<file path="src/sv/ght_ram.sv">
// single-port-write, registered-read memory
module ght_ram #(
    parameter int DEPTH = 256,
    parameter int WIDTH = 8,
    localparam int ADDR_W = $clog2(DEPTH)
) (
    input  logic              i_clk,
    input  logic              i_rd_en,
    input  logic [ADDR_W-1:0] i_rd_addr,
    output logic [WIDTH-1:0]  o_rd_data,
    input  logic              i_we,
    input  logic [ADDR_W-1:0] i_wr_addr,
    input  logic [WIDTH-1:0]  i_wr_data
);
    logic [WIDTH-1:0] mem [DEPTH];
    logic [WIDTH-1:0] r_rd_data;

    always_ff @(posedge i_clk) begin
        if (i_we) begin
            mem[i_wr_addr] <= i_wr_data;
        end
    end

    always_ff @(posedge i_clk) begin
        if (i_rd_en) begin
            r_rd_data <= mem[i_rd_addr];
        end
    end

    assign o_rd_data = r_rd_data;
endmodule

</file>
<file path="config.mk">
export PLATFORM = sky130hd
export DESIGN_NAME = ght_ram
export DESIGN_NICKNAME = d
export VERILOG_FILES = /design/src/sv/ght_ram.sv
export SDC_FILE = /design/constraint.sdc
export NUM_CORES = 2
export LEC_CHECK = 0
export ABC_AREA = 1
export BUFFER_PORTS_ARGS = -buffer_cell sky130_fd_sc_hd__buf_2
export CORE_ASPECT_RATIO = 0.75
export CORE_MARGIN = 8
export CORE_UTILIZATION = 63
export DETAILED_ROUTE_END_ITERATION = 16
export PLACE_DENSITY = 0.76
export SYNTH_ARGS = -nofsm -noshare
export SYNTH_HDL_FRONTEND = slang
export SYNTH_SLANG_ARGS = --single-unit
</file>
<file path="constraint.sdc">
create_clock -name i_clk -period 2.3 [get_ports i_clk]
set_clock_uncertainty 0.2 [all_clocks]
set_input_delay 0.46 -clock i_clk [delete_from_list [all_inputs] [get_ports i_clk]]
set_output_delay 0.46 -clock i_clk [all_outputs]
set_load 0.01 [all_outputs]
</file>
==> qor.txt <==
=================================================================================
Measured slew at the worst slew-check pin                               0.7254 ns
Min cycle time layout                                                    2.261 ns
Leakage dissipation                                                      34.75 nW
Unrepaired setup endpoints after global routing                                no
Final std cells w/o fill                                                    9,345
Total Nets Final                                                            7,453
Layout cell share with drive strength beyond 1                             0.1272
Run status                                                           finished clean
Avg Cell Area, Syn                                                      11.92 µm²
TritonCTS Buffers                                                             184
TritonCTS clock tree                                                         done
Number of setup violations in the final report                                  0
Biggest area consumer among synthesized cells                            edfxtp_1
Launch point of the worst reg-to-reg path                            mem[255][6]$_DFFE_PP_
Die Width                                                                436.3 µm
Setup Crit Path Kind                                                 input port to register
R2r endpoint                                                         o_rd_data[6]$_DFFE_PP_
Cell area after placement                                             0.09040 mm²
Area of the die                                                        0.1445 mm²
Power Density                                                        797.1 mW/mm²
DR iter-0 viols                                                             9,436
Dominant cells by area after synthesis                               edfxtp_1 74%, nand3_1 12%, nand2_1 9.5%
Share of the synthesized area in the top cell type                         0.7396
Root Buffer Master                                                      clkbuf_16
Instance count along the most critical hold path                                6
Global router's overall resource usage                                     0.3176
Via total after detailed routing                                           59,181
Final count of pins violating max slew                                          0
Reg-to-reg slack, setup                                                   0.13 ns
Tcrit/Tclk final                                                           0.9830
P&R area growth vs syn                                                     15.44%
Routability cong.                                                          0.9632
Count of clock tree sinks                                                   2,056
Required time at the worst-slack endpoint                                 2.78 ns
Detailed-route wire length                                               236.6 mm
Half-perimeter wire length after placement                               146.1 mm
Max rail drop VDD                                                       0.7613 mV
Number of unique standard cell types used by synthesis                         13
Arrival @ worst endpoint                                                  2.74 ns
Global-route congestion overflow total                                          0
Max-capacitance violation count                                                 0
Achievable clock frequency                                              442.3 MHz
Core ar.                                                               0.1314 mm²
Maximum count of clock buffers along a single path                              3
Number of vias per cell after detailed routing                              6.333
Placed cells                                                                8,982
Final standard cell utilization of the core                                0.7336
Row cnt                                                                       115
Syn Std Cell Area                                                     0.08348 mm²
Initial cell density of the core                                           0.6354
Die Y-Extent                                                             331.2 µm
DRT antenna net count                                                           0
Synthesis Warnings                                                              0
Mapped Nets                                                                 7,030
Endpoint kind of the worst setup timing path                             register
Worst hold margin                                                       0.2353 ns
Headroom to the max-slew limit                                             0.5164
Largest net degree at the start of global routing                              93
Via count of the first global-routing pass                                 55,907
Register bit count reported by yosys                                        2,056
Final count of hold timing violations                                           0
Setup repair bufs after CTS                                                     0
Maximum level of the CTS H-tree                                                 4
I/O pin cnt                                                                    35
Buffers added on ports                                                         34
WL/cell                                                                  25.32 µm
Sequential fraction of the synthesis area                                  0.7396
Maximum fanout along the worst path                                            45
Clock slew seen by the registers of the worst setup and hold paths        0.06 ns
Setup crit end                                                       o_rd_data[6]$_DFFE_PP_
Total non-filler cell area in the finished layout                     0.09637 mm²
Synthesized netlist cell count                                              7,003
First-pass GRT wire length                                               350.3 mm
Antenna violations before repair                                               19
Number of optimization iterations in the first detailed-route pass              8
Worst-case reg-to-reg path depth                                               10
Type of the tightest min-delay check                                 input port to register
Overall power                                                            76.82 mW
CP startpoint                                                        i_rd_addr[0]
Clk Latency, worst-skew pair                                              0.84 ns
Drt drc                                                                         0
Type of element launching the critical path                            input port
=================================================================================
## worst min-delay path by stage
| stage | endpoint | start |
|---|---|---|
| floorplan | mem[0][0]$_DFFE_PP_ | i_wr_data[0] |
| global placement | mem[85][7]$_DFFE_PP_ | i_wr_data[7] |
| detailed placement | mem[85][7]$_DFFE_PP_ | i_wr_data[7] |
| CTS | o_rd_data[1]$_DFFE_PP_ | i_rd_addr[6] |
| global route | o_rd_data[1]$_DFFE_PP_ | i_rd_addr[6] |
| finish | o_rd_data[7]$_DFFE_PP_ | i_rd_addr[6] |
## logic make-up (layout without fill, tap and decap cells)
logic type / after synthesis / after routing / share of synthesized area
simple gates: 4425 / 4425 / 0.2292
flops: 2056 / 2056 / 0.7396
buf+inv: 522 / 1095 / 0.03116
other cells: 0 / 14 / 0
## cells in the mapped netlist (all sizes together)
cell type,instances
nand3,2019
nor2,283
edfxtp,2056
clkbuf,112
inv,39
nand2,2123
buf,371
## flip-flops by register name (all words and copies together), names as in the netlist
| name | count |
|---|---|
| o_rd_data | 8 |
| mem | 2048 |
## report_power, final
part           switching, mW  total (mW)  internal, mW
clock                   13.5        30.0          16.5
combinational           3.84        5.47          1.64
sequential            0.0372        41.3          41.3
total                   17.4        76.8          59.4
## layer usage
metal	global-route usage	part of all wire	up-vias
met5	0	0.00020	-
met4	0.1191	0.039	6
met3	0.08795	0.15	628
met2	0.4639	0.44	4542
met1	0.4605	0.37	28278
li1	-	-	25727
## cell usage in the layout (no fill, tap or decap), drive strengths merged
| cell type | netlist | layout |
|---|---|---|
| buf | 371 | 707 |
| clkinvlp | 0 | 3 |
| inv | 39 | 46 |
| clkinv | 0 | 83 |
| nand2 | 2123 | 2123 |
| nor2 | 283 | 283 |
| edfxtp | 2056 | 2056 |
| bufinv | 0 | 13 |
| clkbuf | 112 | 233 |
| diode | 0 | 14 |
| nand3 | 2019 | 2019 |
| dlygate4sd3 | 0 | 10 |
## critical path, cell delays in order
cell     delay, ns
buf_8         0.21
buf_4         0.31
buf_12        0.26
nand2_1       0.08
nand3_1       0.10
nand3_1       0.08
nand3_1       0.28
nand3_1       0.30
nand3_1       0.16
nand3_1       0.09
nand2_1       0.14
nand2_1       0.11
nand2_1       0.09
## stage by stage
step | TNS [ns] | worst slack [ns]
floorplan | 0 | 0.1485
global placement | -4.929 | -0.7446
detailed placement | -6.181 | -0.7459
CTS | 0 | 0.02328
global route | 0 | 0.03813
finish | 0 | 0.03916
## timing repair
action,CTS,global route
hold endpoints to repair,430,0
hold buffers,10,0
resized for setup,0,3
endpoints found under the setup margin,0,2
## layout make-up
class | count | area (µm²)
antenna | 14 | 35.03
timing repair inverter | 2 | 22.52
tap | 1755 | 2196
multi-input combinational | 4425 | 19140
fill | 8159 | 35000
clock buffer | 232 | 4891
sequential | 2056 | 61740
timing repair buffer | 718 | 7282
inverter | 39 | 190.2
clock inverter | 104 | 870.8
(Power assumes the default switching activity.)
