File: config.mk
export PLATFORM = sky130hd
export DESIGN_NAME = ght_ctrl_flat
export DESIGN_NICKNAME = d
export VERILOG_FILES = /design/src/sv/ght_pkg.sv /design/src/sv/ght_if.sv /design/src/sv/ght_ctrl.sv /design/src/flat_wrapper.sv
export SDC_FILE = /design/constraint.sdc
export NUM_CORES = 1
export LEC_CHECK = 0
export ABC_AREA = 0
export BUFFER_PORTS_ARGS = -buffer_cell sky130_fd_sc_hd__buf_2
export CAP_MARGIN = 20
export CORE_ASPECT_RATIO = 0.8
export CORE_MARGIN = 3
export CORE_UTILIZATION = 58
export CTS_CLUSTER_SIZE = 8
export DETAILED_ROUTE_END_ITERATION = 8
export HOLD_SLACK_MARGIN = 0.05
export PLACE_DENSITY = 0.94
export SKIP_LAST_GASP = 1
export SLEW_MARGIN = 40
export SYNTH_ARGS = -nofsm -noshare
export SYNTH_HDL_FRONTEND = slang
export SYNTH_SLANG_ARGS = --single-unit
File: constraint.sdc
create_clock -name i_clk -period 9.07 [get_ports i_clk]
set_input_delay 0.907 -clock i_clk [delete_from_list [all_inputs] [get_ports i_clk]]
set_output_delay 0.907 -clock i_clk [all_outputs]
set_load 0.02 [all_outputs]
File: src/sv/ght_pkg.sv
// shared constants, codes and types of the generational handle table
package ght_pkg;

    localparam int SLOT_COUNT = 256;
    localparam int GEN_BITS   = 16;
    localparam int IDX_W      = $clog2(SLOT_COUNT);
    localparam int CNT_W      = $clog2(SLOT_COUNT + 1);

    localparam int ACTION_W   = 3;
    localparam int OWNER_W    = 16;
    localparam int HIDX_W     = 8;
    localparam int HGEN_W     = 16;
    localparam int STATUS_W   = 2;
    localparam int LIVE_W     = 9;

    localparam int PADDR_W    = 3;
    localparam int PDATA_W    = 32;
    localparam logic REG_OWNER_IDX = 1'b0;
    localparam logic [OWNER_W-1:0] OWNER_RESET = OWNER_W'(1);

    localparam logic [GEN_BITS-1:0] GEN_MAX   = '1;
    localparam logic [GEN_BITS-1:0] GEN_FIRST = GEN_BITS'(1);

    typedef enum logic [ACTION_W-1:0] {
        ACT_ADD    = 3'd0,
        ACT_UPDATE = 3'd1,
        ACT_REMOVE = 3'd2,
        ACT_LOOKUP = 3'd3,
        ACT_STALE  = 3'd4,
        ACT_CLEAR  = 3'd5
    } t_action;

    typedef enum logic [STATUS_W-1:0] {
        ST_OK       = 2'd0,
        ST_STALE    = 2'd1,
        ST_BAD_DESC = 2'd2,
        ST_FULL     = 2'd3
    } t_status;

    typedef enum logic [2:0] {
        S_IDLE,
        S_POP,
        S_EXEC,
        S_CLR_RD,
        S_CLR_WR,
        S_DONE
    } t_state;

    // one slot memory word
    typedef struct packed {
        logic                retired;
        logic                occupied;
        logic [GEN_BITS-1:0] gen;
    } t_slot;

    typedef struct packed {
        logic [ACTION_W-1:0] action;
        logic                handle_present;
        logic [OWNER_W-1:0]  handle_owner;
        logic [HIDX_W-1:0]   handle_index;
        logic [HGEN_W-1:0]   handle_generation;
        logic                descriptor_ok;
    } t_req;

    typedef struct packed {
        t_status             status;
        logic [HIDX_W-1:0]   out_index;
        logic [HGEN_W-1:0]   out_generation;
        logic                is_stale;
        logic [LIVE_W-1:0]   live_count;
    } t_rsp;

    // bookkeeping counters seen by the top level
    typedef struct packed {
        logic             idle;
        logic [CNT_W-1:0] live;
        logic [CNT_W-1:0] slots_used;
        logic [CNT_W-1:0] free_depth;
    } t_stat;

endpackage

File: src/sv/ght_if.sv
// request and result channel interfaces
interface ght_req_if;
    import ght_pkg::*;
    logic                valid;
    logic                ready;
    logic [ACTION_W-1:0] action;
    logic                handle_present;
    logic [OWNER_W-1:0]  handle_owner;
    logic [HIDX_W-1:0]   handle_index;
    logic [HGEN_W-1:0]   handle_generation;
    logic                descriptor_ok;

    modport source (
        output valid, action, handle_present, handle_owner, handle_index,
               handle_generation, descriptor_ok,
        input  ready
    );
    modport sink (
        input  valid, action, handle_present, handle_owner, handle_index,
               handle_generation, descriptor_ok,
        output ready
    );
endinterface

interface ght_rsp_if;
    import ght_pkg::*;
    logic                valid;
    logic                ready;
    logic [STATUS_W-1:0] status;
    logic [HIDX_W-1:0]   out_index;
    logic [HGEN_W-1:0]   out_generation;
    logic                is_stale;
    logic [LIVE_W-1:0]   live_count;

    modport source (
        output valid, status, out_index, out_generation, is_stale, live_count,
        input  ready
    );
    modport sink (
        input  valid, status, out_index, out_generation, is_stale, live_count,
        output ready
    );
endinterface

File: src/sv/ght_ctrl.sv
// request sequencer: reads slot and free stack memories, decides, writes back
module ght_ctrl (
    input  logic                          i_clk,
    input  logic                          i_rst_n,
    input  logic [ght_pkg::OWNER_W-1:0]   i_owner_id,
    ght_req_if.sink                       i_req,
    ght_rsp_if.source                     o_rsp,
    output logic                          o_slot_rd_en,
    output logic [ght_pkg::IDX_W-1:0]     o_slot_rd_addr,
    input  ght_pkg::t_slot                i_slot_rd_data,
    output logic                          o_slot_we,
    output logic [ght_pkg::IDX_W-1:0]     o_slot_wr_addr,
    output ght_pkg::t_slot                o_slot_wr_data,
    output logic                          o_stk_rd_en,
    output logic [ght_pkg::IDX_W-1:0]     o_stk_rd_addr,
    input  logic [ght_pkg::IDX_W-1:0]     i_stk_rd_data,
    output logic                          o_stk_we,
    output logic [ght_pkg::IDX_W-1:0]     o_stk_wr_addr,
    output logic [ght_pkg::IDX_W-1:0]     o_stk_wr_data,
    output ght_pkg::t_stat                o_stat
);
    import ght_pkg::*;

    t_state           r_state, n_state;
    t_req             r_req, n_req;
    logic             r_popped, n_popped;
    logic [IDX_W-1:0] r_pop_idx, n_pop_idx;
    logic [CNT_W-1:0] r_free_depth, n_free_depth;
    logic [CNT_W-1:0] r_slots_used, n_slots_used;
    logic [CNT_W-1:0] r_live, n_live;
    logic [CNT_W-1:0] r_clr_idx, n_clr_idx;
    logic             r_out_valid, n_out_valid;
    t_rsp             r_out, n_out;

    logic             accept;
    logic             can_emit;
    logic             hit;
    logic             push_req;
    logic [IDX_W-1:0] push_idx;
    logic [CNT_W-1:0] stack_top;
    logic [IDX_W-1:0] req_idx;
    t_rsp             rsp;

    // advance generation, or retire the slot when it would wrap
    function automatic t_slot release_word(input t_slot w);
        t_slot r;
        r          = w;
        r.occupied = 1'b0;
        if (w.gen == GEN_MAX) begin
            r.retired = 1'b1;
        end else begin
            r.gen = GEN_BITS'(w.gen + 1'b1);
        end
        return r;
    endfunction

    assign i_req.ready = (r_state == S_IDLE);
    assign accept      = i_req.valid && i_req.ready;
    assign can_emit    = !r_out_valid || o_rsp.ready;
    assign stack_top   = CNT_W'(r_free_depth - 1'b1);
    assign req_idx     = r_req.handle_index[IDX_W-1:0];

    assign hit = r_req.handle_present
              && (r_req.handle_owner == i_owner_id)
              && (CNT_W'(r_req.handle_index) < r_slots_used)
              && !i_slot_rd_data.retired
              && i_slot_rd_data.occupied
              && (i_slot_rd_data.gen == GEN_BITS'(r_req.handle_generation));

    always_comb begin
        n_state      = r_state;
        n_req        = r_req;
        n_popped     = r_popped;
        n_pop_idx    = r_pop_idx;
        n_free_depth = r_free_depth;
        n_slots_used = r_slots_used;
        n_live       = r_live;
        n_clr_idx    = r_clr_idx;
        n_out_valid  = r_out_valid;
        n_out        = r_out;

        o_slot_rd_en   = 1'b0;
        o_slot_rd_addr = i_req.handle_index[IDX_W-1:0];
        o_slot_we      = 1'b0;
        o_slot_wr_addr = req_idx;
        o_slot_wr_data = i_slot_rd_data;
        o_stk_rd_en    = 1'b0;
        o_stk_rd_addr  = stack_top[IDX_W-1:0];
        push_req       = 1'b0;
        push_idx       = req_idx;

        rsp = '{status: ST_OK, out_index: '0, out_generation: '0,
                is_stale: 1'b0, live_count: '0};

        if (r_out_valid && o_rsp.ready) begin
            n_out_valid = 1'b0;
        end

        unique case (r_state)
            S_IDLE: begin
                o_slot_rd_en = accept;
                o_stk_rd_en  = accept;
                if (accept) begin
                    n_req.action            = i_req.action;
                    n_req.handle_present    = i_req.handle_present;
                    n_req.handle_owner      = i_req.handle_owner;
                    n_req.handle_index      = i_req.handle_index;
                    n_req.handle_generation = i_req.handle_generation;
                    n_req.descriptor_ok     = i_req.descriptor_ok;
                    n_popped                = 1'b0;
                    if (i_req.action == ACT_ADD && i_req.descriptor_ok
                            && r_free_depth != '0) begin
                        n_state = S_POP;
                    end else if (i_req.action == ACT_CLEAR) begin
                        n_free_depth = '0;
                        n_live       = '0;
                        n_clr_idx    = '0;
                        n_state      = S_CLR_RD;
                    end else begin
                        n_state = S_EXEC;
                    end
                end
            end
            S_POP: begin
                // slot index from the stack top, then fetch its word
                o_slot_rd_en   = 1'b1;
                o_slot_rd_addr = i_stk_rd_data;
                n_pop_idx      = i_stk_rd_data;
                n_popped       = 1'b1;
                n_free_depth   = stack_top;
                n_state        = S_EXEC;
            end
            S_EXEC: begin
                if (can_emit) begin
                    unique case (r_req.action)
                        ACT_ADD: begin
                            if (!r_req.descriptor_ok) begin
                                rsp.status = ST_BAD_DESC;
                            end else if (r_popped) begin
                                o_slot_we               = 1'b1;
                                o_slot_wr_addr          = r_pop_idx;
                                o_slot_wr_data.occupied = 1'b1;
                                n_live                  = CNT_W'(r_live + 1'b1);
                                rsp.out_index           = HIDX_W'(r_pop_idx);
                                rsp.out_generation      = HGEN_W'(i_slot_rd_data.gen);
                            end else if (r_slots_used == CNT_W'(SLOT_COUNT)) begin
                                rsp.status = ST_FULL;
                            end else begin
                                o_slot_we          = 1'b1;
                                o_slot_wr_addr     = r_slots_used[IDX_W-1:0];
                                o_slot_wr_data     = '{retired: 1'b0, occupied: 1'b1,
                                                       gen: GEN_FIRST};
                                n_slots_used       = CNT_W'(r_slots_used + 1'b1);
                                n_live             = CNT_W'(r_live + 1'b1);
                                rsp.out_index      = HIDX_W'(r_slots_used[IDX_W-1:0]);
                                rsp.out_generation = HGEN_W'(GEN_FIRST);
                            end
                        end
                        ACT_UPDATE: begin
                            if (!hit) begin
                                rsp.status = ST_STALE;
                            end else begin
                                rsp.out_index = r_req.handle_index;
                                if (!r_req.descriptor_ok) begin
                                    rsp.status = ST_BAD_DESC;
                                end
                            end
                        end
                        ACT_REMOVE: begin
                            if (!hit) begin
                                rsp.status = ST_STALE;
                            end else begin
                                o_slot_we      = 1'b1;
                                o_slot_wr_data = release_word(i_slot_rd_data);
                                push_req       = (i_slot_rd_data.gen != GEN_MAX);
                                if (r_live != '0) begin
                                    n_live = CNT_W'(r_live - 1'b1);
                                end
                                rsp.out_index = r_req.handle_index;
                            end
                        end
                        ACT_LOOKUP: begin
                            if (hit) begin
                                rsp.out_index = r_req.handle_index;
                            end else begin
                                rsp.status = ST_STALE;
                            end
                        end
                        ACT_STALE: begin
                            if (hit) begin
                                rsp.out_index = r_req.handle_index;
                            end
                            rsp.is_stale = r_req.handle_present && !hit;
                        end
                        default: begin
                        end
                    endcase
                    rsp.live_count = LIVE_W'(n_live);
                    n_out          = rsp;
                    n_out_valid    = 1'b1;
                    n_state        = S_IDLE;
                end
            end
            S_CLR_RD: begin
                o_slot_rd_en   = 1'b1;
                o_slot_rd_addr = r_clr_idx[IDX_W-1:0];
                if (r_clr_idx == r_slots_used) begin
                    n_state = S_DONE;
                end else begin
                    n_state = S_CLR_WR;
                end
            end
            S_CLR_WR: begin
                o_slot_we      = 1'b1;
                o_slot_wr_addr = r_clr_idx[IDX_W-1:0];
                if (i_slot_rd_data.retired) begin
                    o_slot_wr_data.occupied = 1'b0;
                end else begin
                    o_slot_wr_data = release_word(i_slot_rd_data);
                    push_req       = (i_slot_rd_data.gen != GEN_MAX);
                end
                push_idx  = r_clr_idx[IDX_W-1:0];
                n_clr_idx = CNT_W'(r_clr_idx + 1'b1);
                n_state   = S_CLR_RD;
            end
            S_DONE: begin
                if (can_emit) begin
                    rsp.live_count = LIVE_W'(r_live);
                    n_out          = rsp;
                    n_out_valid    = 1'b1;
                    n_state        = S_IDLE;
                end
            end
            default: begin
                n_state = S_IDLE;
            end
        endcase
    end

    // freed slot goes on top of the stack
    always_comb begin
        o_stk_we      = 1'b0;
        o_stk_wr_addr = r_free_depth[IDX_W-1:0];
        o_stk_wr_data = push_idx;
        if (push_req && r_free_depth < CNT_W'(SLOT_COUNT)) begin
            o_stk_we = 1'b1;
        end
    end

    always_ff @(posedge i_clk) begin
        if (!i_rst_n) begin
            r_state      <= S_IDLE;
            r_popped     <= 1'b0;
            r_free_depth <= '0;
            r_slots_used <= '0;
            r_live       <= '0;
            r_clr_idx    <= '0;
            r_out_valid  <= 1'b0;
        end else begin
            r_state      <= n_state;
            r_popped     <= n_popped;
            r_free_depth <= o_stk_we ? CNT_W'(n_free_depth + 1'b1) : n_free_depth;
            r_slots_used <= n_slots_used;
            r_live       <= n_live;
            r_clr_idx    <= n_clr_idx;
            r_out_valid  <= n_out_valid;
        end
    end

    always_ff @(posedge i_clk) begin
        r_req     <= n_req;
        r_pop_idx <= n_pop_idx;
        r_out     <= n_out;
    end

    assign o_rsp.valid          = r_out_valid;
    assign o_rsp.status         = r_out.status;
    assign o_rsp.out_index      = r_out.out_index;
    assign o_rsp.out_generation = r_out.out_generation;
    assign o_rsp.is_stale       = r_out.is_stale;
    assign o_rsp.live_count     = r_out.live_count;

    assign o_stat = '{idle: (r_state == S_IDLE), live: r_live,
                      slots_used: r_slots_used, free_depth: r_free_depth};
endmodule

File: src/flat_wrapper.sv
// flat-port wrapper written by rule: the top's interface ports become plain ports
module ght_ctrl_flat import ght_pkg::*;
  (i_clk, i_rst_n, i_owner_id, o_slot_rd_en, o_slot_rd_addr, i_slot_rd_data, o_slot_we, o_slot_wr_addr, o_slot_wr_data, o_stk_rd_en, o_stk_rd_addr, i_stk_rd_data, o_stk_we, o_stk_wr_addr, o_stk_wr_data, o_stat, i_req_valid, i_req_action, i_req_handle_present, i_req_handle_owner, i_req_handle_index, i_req_handle_generation, i_req_descriptor_ok, i_req_ready, o_rsp_valid, o_rsp_status, o_rsp_out_index, o_rsp_out_generation, o_rsp_is_stale, o_rsp_live_count, o_rsp_ready);
  ght_req_if i_req_i ();
  ght_rsp_if o_rsp_i ();
  input  logic i_clk;
  input  logic i_rst_n;
  input  logic [ght_pkg::OWNER_W-1:0] i_owner_id;
  output logic o_slot_rd_en;
  output logic [ght_pkg::IDX_W-1:0] o_slot_rd_addr;
  input  ght_pkg::t_slot i_slot_rd_data;
  output logic o_slot_we;
  output logic [ght_pkg::IDX_W-1:0] o_slot_wr_addr;
  output ght_pkg::t_slot o_slot_wr_data;
  output logic o_stk_rd_en;
  output logic [ght_pkg::IDX_W-1:0] o_stk_rd_addr;
  input  logic [ght_pkg::IDX_W-1:0] i_stk_rd_data;
  output logic o_stk_we;
  output logic [ght_pkg::IDX_W-1:0] o_stk_wr_addr;
  output logic [ght_pkg::IDX_W-1:0] o_stk_wr_data;
  output ght_pkg::t_stat o_stat;
  input wire logic [$bits(i_req_i.valid)-1:0] i_req_valid;
  input wire logic [$bits(i_req_i.action)-1:0] i_req_action;
  input wire logic [$bits(i_req_i.handle_present)-1:0] i_req_handle_present;
  input wire logic [$bits(i_req_i.handle_owner)-1:0] i_req_handle_owner;
  input wire logic [$bits(i_req_i.handle_index)-1:0] i_req_handle_index;
  input wire logic [$bits(i_req_i.handle_generation)-1:0] i_req_handle_generation;
  input wire logic [$bits(i_req_i.descriptor_ok)-1:0] i_req_descriptor_ok;
  output wire logic [$bits(i_req_i.ready)-1:0] i_req_ready;
  output wire logic [$bits(o_rsp_i.valid)-1:0] o_rsp_valid;
  output wire logic [$bits(o_rsp_i.status)-1:0] o_rsp_status;
  output wire logic [$bits(o_rsp_i.out_index)-1:0] o_rsp_out_index;
  output wire logic [$bits(o_rsp_i.out_generation)-1:0] o_rsp_out_generation;
  output wire logic [$bits(o_rsp_i.is_stale)-1:0] o_rsp_is_stale;
  output wire logic [$bits(o_rsp_i.live_count)-1:0] o_rsp_live_count;
  input wire logic [$bits(o_rsp_i.ready)-1:0] o_rsp_ready;
  assign i_req_i.valid = i_req_valid;
  assign i_req_i.action = i_req_action;
  assign i_req_i.handle_present = i_req_handle_present;
  assign i_req_i.handle_owner = i_req_handle_owner;
  assign i_req_i.handle_index = i_req_handle_index;
  assign i_req_i.handle_generation = i_req_handle_generation;
  assign i_req_i.descriptor_ok = i_req_descriptor_ok;
  assign i_req_ready = i_req_i.ready;
  assign o_rsp_valid = o_rsp_i.valid;
  assign o_rsp_status = o_rsp_i.status;
  assign o_rsp_out_index = o_rsp_i.out_index;
  assign o_rsp_out_generation = o_rsp_i.out_generation;
  assign o_rsp_is_stale = o_rsp_i.is_stale;
  assign o_rsp_live_count = o_rsp_i.live_count;
  assign o_rsp_i.ready = o_rsp_ready;
  ght_ctrl u_core (.i_clk(i_clk), .i_rst_n(i_rst_n), .i_owner_id(i_owner_id), .i_req(i_req_i), .o_rsp(o_rsp_i), .o_slot_rd_en(o_slot_rd_en), .o_slot_rd_addr(o_slot_rd_addr), .i_slot_rd_data(i_slot_rd_data), .o_slot_we(o_slot_we), .o_slot_wr_addr(o_slot_wr_addr), .o_slot_wr_data(o_slot_wr_data), .o_stk_rd_en(o_stk_rd_en), .o_stk_rd_addr(o_stk_rd_addr), .i_stk_rd_data(i_stk_rd_data), .o_stk_we(o_stk_we), .o_stk_wr_addr(o_stk_wr_addr), .o_stk_wr_data(o_stk_wr_data), .o_stat(o_stat));
endmodule
==> metrics list <==
* Outcome: complete, no violations
* NetSw: 481 µW
- Std-Cell Core Area: 0.0136 mm²
* Async S/R FF share, synth: 0%
- Leading cell types in the layout, fill and taps excluded: buf_2, nand2_1, nor2_1
- Slowest CP cell: and3_1
- Post-Route Utilization: 71.9%
* Sequential Power Share: 42.0%
- Startpoint type of the worst setup path: register
* Syn avg cell area: 9.06 µm²
- The library cell used most frequently in the layout, excluding fill and tap cells, is buf_2.
* Y dimension of the die: 112 µm
- The first global-routing pass estimated 40200 µm of wire.
* Number of synthesized flops with an enable pin: 89
- STA puts the critical path data arrival time at 3.78 ns.
- Share of final-layout standard cells stronger than drive strength 1: 27.1%
* Switching share of power: 29.2%
- Number of buffers added to fix hold violations after cts: 0
- Required @ worst endpoint: 8.16 ns
- In this run, distinct cell masters in the synthesized netlist total 85.
* Total power divided by cell area: 168 mW/mm²
- Kind of critical path: reg2out
- Number of storage elements in the synthesis netlist: 130
- Setup repair after global routing left no endpoint under its margin.
- Clock latency on the worst-skew pair, taken at its later pin, is 0.42 ns.
- For this run, design rule violations remaining after detail routing come to 0.
- At the pin with the least slew margin, the transition time is 0.838 ns.
* X dimension of the die: 138 µm
- 219 I/O pins were placed.
- Global routing usage summed across all routing layers: 32.5%
- After technology mapping, the gate count stands at 896.
* Layout overhead on the synthesized area: 20.9%
- The number of antenna violations at the first check in global routing is 1.
- Path category of the worst min-delay check: reg2reg
- Number of clock sinks: 130
- The final critical path takes up 51.7% of the cycle.
* Total CTS buffers: 17
* Number of buffers inserted by post-CTS setup repair: 0
* Buffers from clock root to sink, at most: 2
- Critical path startpoint: u_core.r_slots_used[6]
- Relative slew slack: 44.2%
- The via count of the first global-routing pass is 7301.
* Post-layout min period: 4.69 ns
- Synth Flop Type: edfxtp_1
- Derived from the worst setup path, the maximum achievable clock frequency is 213 MHz.
- VDD sags by at most 0.130 mV.
* Final standard cell area without fillers: 0.00982 mm²
- Count of final hold-check violations: 0
* Final setup violation count: 0
- After detailed routing, the total wire length is 26100 µm.
* Placed cell areas: 0.00923 mm²
- Setup total negative slack: 0 ns
* Max Slew Vio Count: 0
- In this run, the clock network consumes 42.0% of the power.
- Maximum number of pins on one net before global-route repair: 48
- Number of nets produced by synthesis: 1002
- Iter 0 DRT Violations: 1153
- Combinational group share of total power: 16.1%
- For this design the static power due to leakage is 0.00391 µW.
- Syn Std Cell Area: 0.00812 mm²
- Largest incremental delay on the critical path: 0.47 ns
- TritonCTS built the clock tree.
- The Yosys step of the flow raised 0 warnings.
- Post-layout power: 1640 µW
- The first detailed-routing pass took 7 iterations.
- The internal portion of the total power is 1160 µW.
- Input and output buffers added on the ports amount to 218.
- In this run the most critical hold path is launched from u_core.r_clr_idx[8].
* Number of violations of the max-capacitance limit: 0
- Critical register-to-register path startpoint: u_core.r_state[0]
- Sequential cell area fraction in the yosys report: 43.0%
- Total number of vias: 8227
- Using the TritonRoute via totals, the vias-per-cell ratio works out to 6.45.
* Clock skew after layout: 0.0105 ns
- Ordered list of cells on the worst path: inv_1 > ha_1 > and4b_1 > and2_4 > a2111oi_2 > and4bb_1 > and3_1 > o22ai_1 > a311oi_1 > o32ai_1 > buf_2
- CP Capture Type: primary output
* Crit Path Max Fanout: 10
- Gates resized during post-CTS repair numbered 0.
- CTS root buffer: clkbuf_16
* Deepest level of the CTS H-tree: 4
- Detail Route Antenna Nets: 0
* Die footprint: 0.0155 mm²
- Detailed-route wire length per cell: 20.5 µm
- Dpl hpwl: 19100 µm
- Sum of overflow across all layers after global routing: 0
- After floorplanning, the core was divided into 38 placement rows.
- Post-layout net count: 1187
* Count of filler cells inserted in the layout: 1037
* Effective utilization at floorplan: 59.5%
* Clock Pin Slew Worst Setup and Hold Paths: 0.06 ns
* Final Wtd Congestion: 1.03
## power groups by stage
stage / Sequential (µW) / Combinational [µW] / Clock, µW
floorplan: 704 / 156 / 0
global placement: 700 / 248 / 0
detailed placement: 701 / 256 / 0
CTS: 689 / 258 / 690
global route: 692 / 281 / 717
finish: 690 / 264 / 690
## kinds of logic (layout without fill, tap and decap cells)
| family | Yosys count | after routing | share of synthesized area (%) |
|---|---|---|---|
| buffers and inverters | 90 | 288 | 5.01 |
| muxes | 19 | 19 | 2.42 |
| adders and majority gates | 15 | 15 | 2.31 |
| DFF | 130 | 130 | 43.0 |
| xor gates and xnor gates | 68 | 68 | 7.43 |
| and+or+nand+nor | 377 | 377 | 23.6 |
| other | 0 | 1 | 0 |
| AOI/OAI and AO/OA | 197 | 197 | 16.3 |
## per-stage QoR
step | cells | setup slack (ns) | hold slack (ns)
4_1_cts | 1274 | 4.46 | 0.530
3_3_place_gp | 1240 | 4.82 | 0.511
2_1_floorplan | 896 | 5.19 | 0.498
3_5_place_dp | 1242 | 4.79 | 0.516
6_report | 1275 | 4.38 | 0.537
5_1_grt | 1275 | 4.26 | 0.578
## sequential cells by signal, summed over array words and instances (netlist names)
name                         cells
u_core.r_state                   3
u_core.o_rsp.out_generation     16
u_core.o_rsp.is_stale            1
u_core.r_slots_used              9
u_core.r_req                    37
u_core.o_rsp.valid               1
u_core.r_live                    9
u_core.o_rsp.out_index           8
u_core.r_free_depth              9
u_core.r_clr_idx                 9
u_core.req_idx                   8
u_core.r_popped                  1
u_core.o_rsp.status              2
u_core.r_pop_idx                 8
u_core.o_rsp.live_count          9
## area by class of cell
cell class                 count  area [µm²]  share of cell area [%]
inverter                      33         124                    1.26
antenna                        1        2.50                  0.0255
tap                          180         225                    2.29
clock inverter                14         155                    1.58
clock buffer                  18         429                    4.37
timing repair buffer         223        1140                    11.6
sequential                   130        3490                    35.6
multi-input combinational    676        4250                    43.3
## cells in the mapped netlist, types with 3 or more instances
master    count  area [µm²]
o21a_1        5        37.5
nor2_1       94         353
a21oi_1      40         200
nand2b_1     10        62.6
o211ai_1      4        30.0
a31oi_1      13        81.3
buf_2        15        75.1
ha_1         15         188
nand4_1      25         156
a31o_2        3        26.3
a21oi_2       3        26.3
or2_2         3        18.8
a221o_1       3        30.0
xor2_1       16         140
and3_1        7        43.8
dfxtp_1      41         821
nor3_1       17        85.1
edfxtp_1     89        2670
o31ai_2       3        37.5
o21ai_0      45         225
buf_4        11        82.6
a211oi_1      5        37.5
o21ai_1       9        45.0
nand3_1      34         170
a221oi_1      7        61.3
o22ai_1       6        37.5
xnor2_1      51         447
nor4_1       11        68.8
mux2i_1      17         170
o31ai_1       8        60.1
nor4b_1       3        26.3
or3_1         5        31.3
and2_1       21         131
nor2b_1       8        50.1
a22o_1        5        43.8
clkbuf_1     27         101
nor3b_1       3        22.5
a21o_1        7        52.6
a22oi_1       7        52.6
nand2_1     109         409
inv_1        30         113
## layer usage
layer  up-vias  part of all wire [%]  GRT usage (%)
met5         -                     0              0
met4         0                   2.7           10.5
met3        91                    13           5.84
met2       728                    46           51.0
met1      3776                    39           46.0
li1       3632                     -              -
## worst max-delay path, delay by kind of cell, from the launching register on
family | cells | cell delay, ns
simple gates | 4 | 1.08
buf+inv | 2 | 0.38
flops | 1 | 0.45
fa+ha+maj | 1 | 0.36
compound gates | 4 | 1.07
## final timing paths
path                             to  slack, ns  depth (start not counted)
max              o_slot_wr_data[11]       4.38                         11
max reg2reg  u_core.r_free_depth[7]       5.55                          9
min             u_core.r_clr_idx[8]       0.54                          2
min reg2reg     u_core.r_clr_idx[8]       0.54                          2
(Power assumes the default switching activity.)
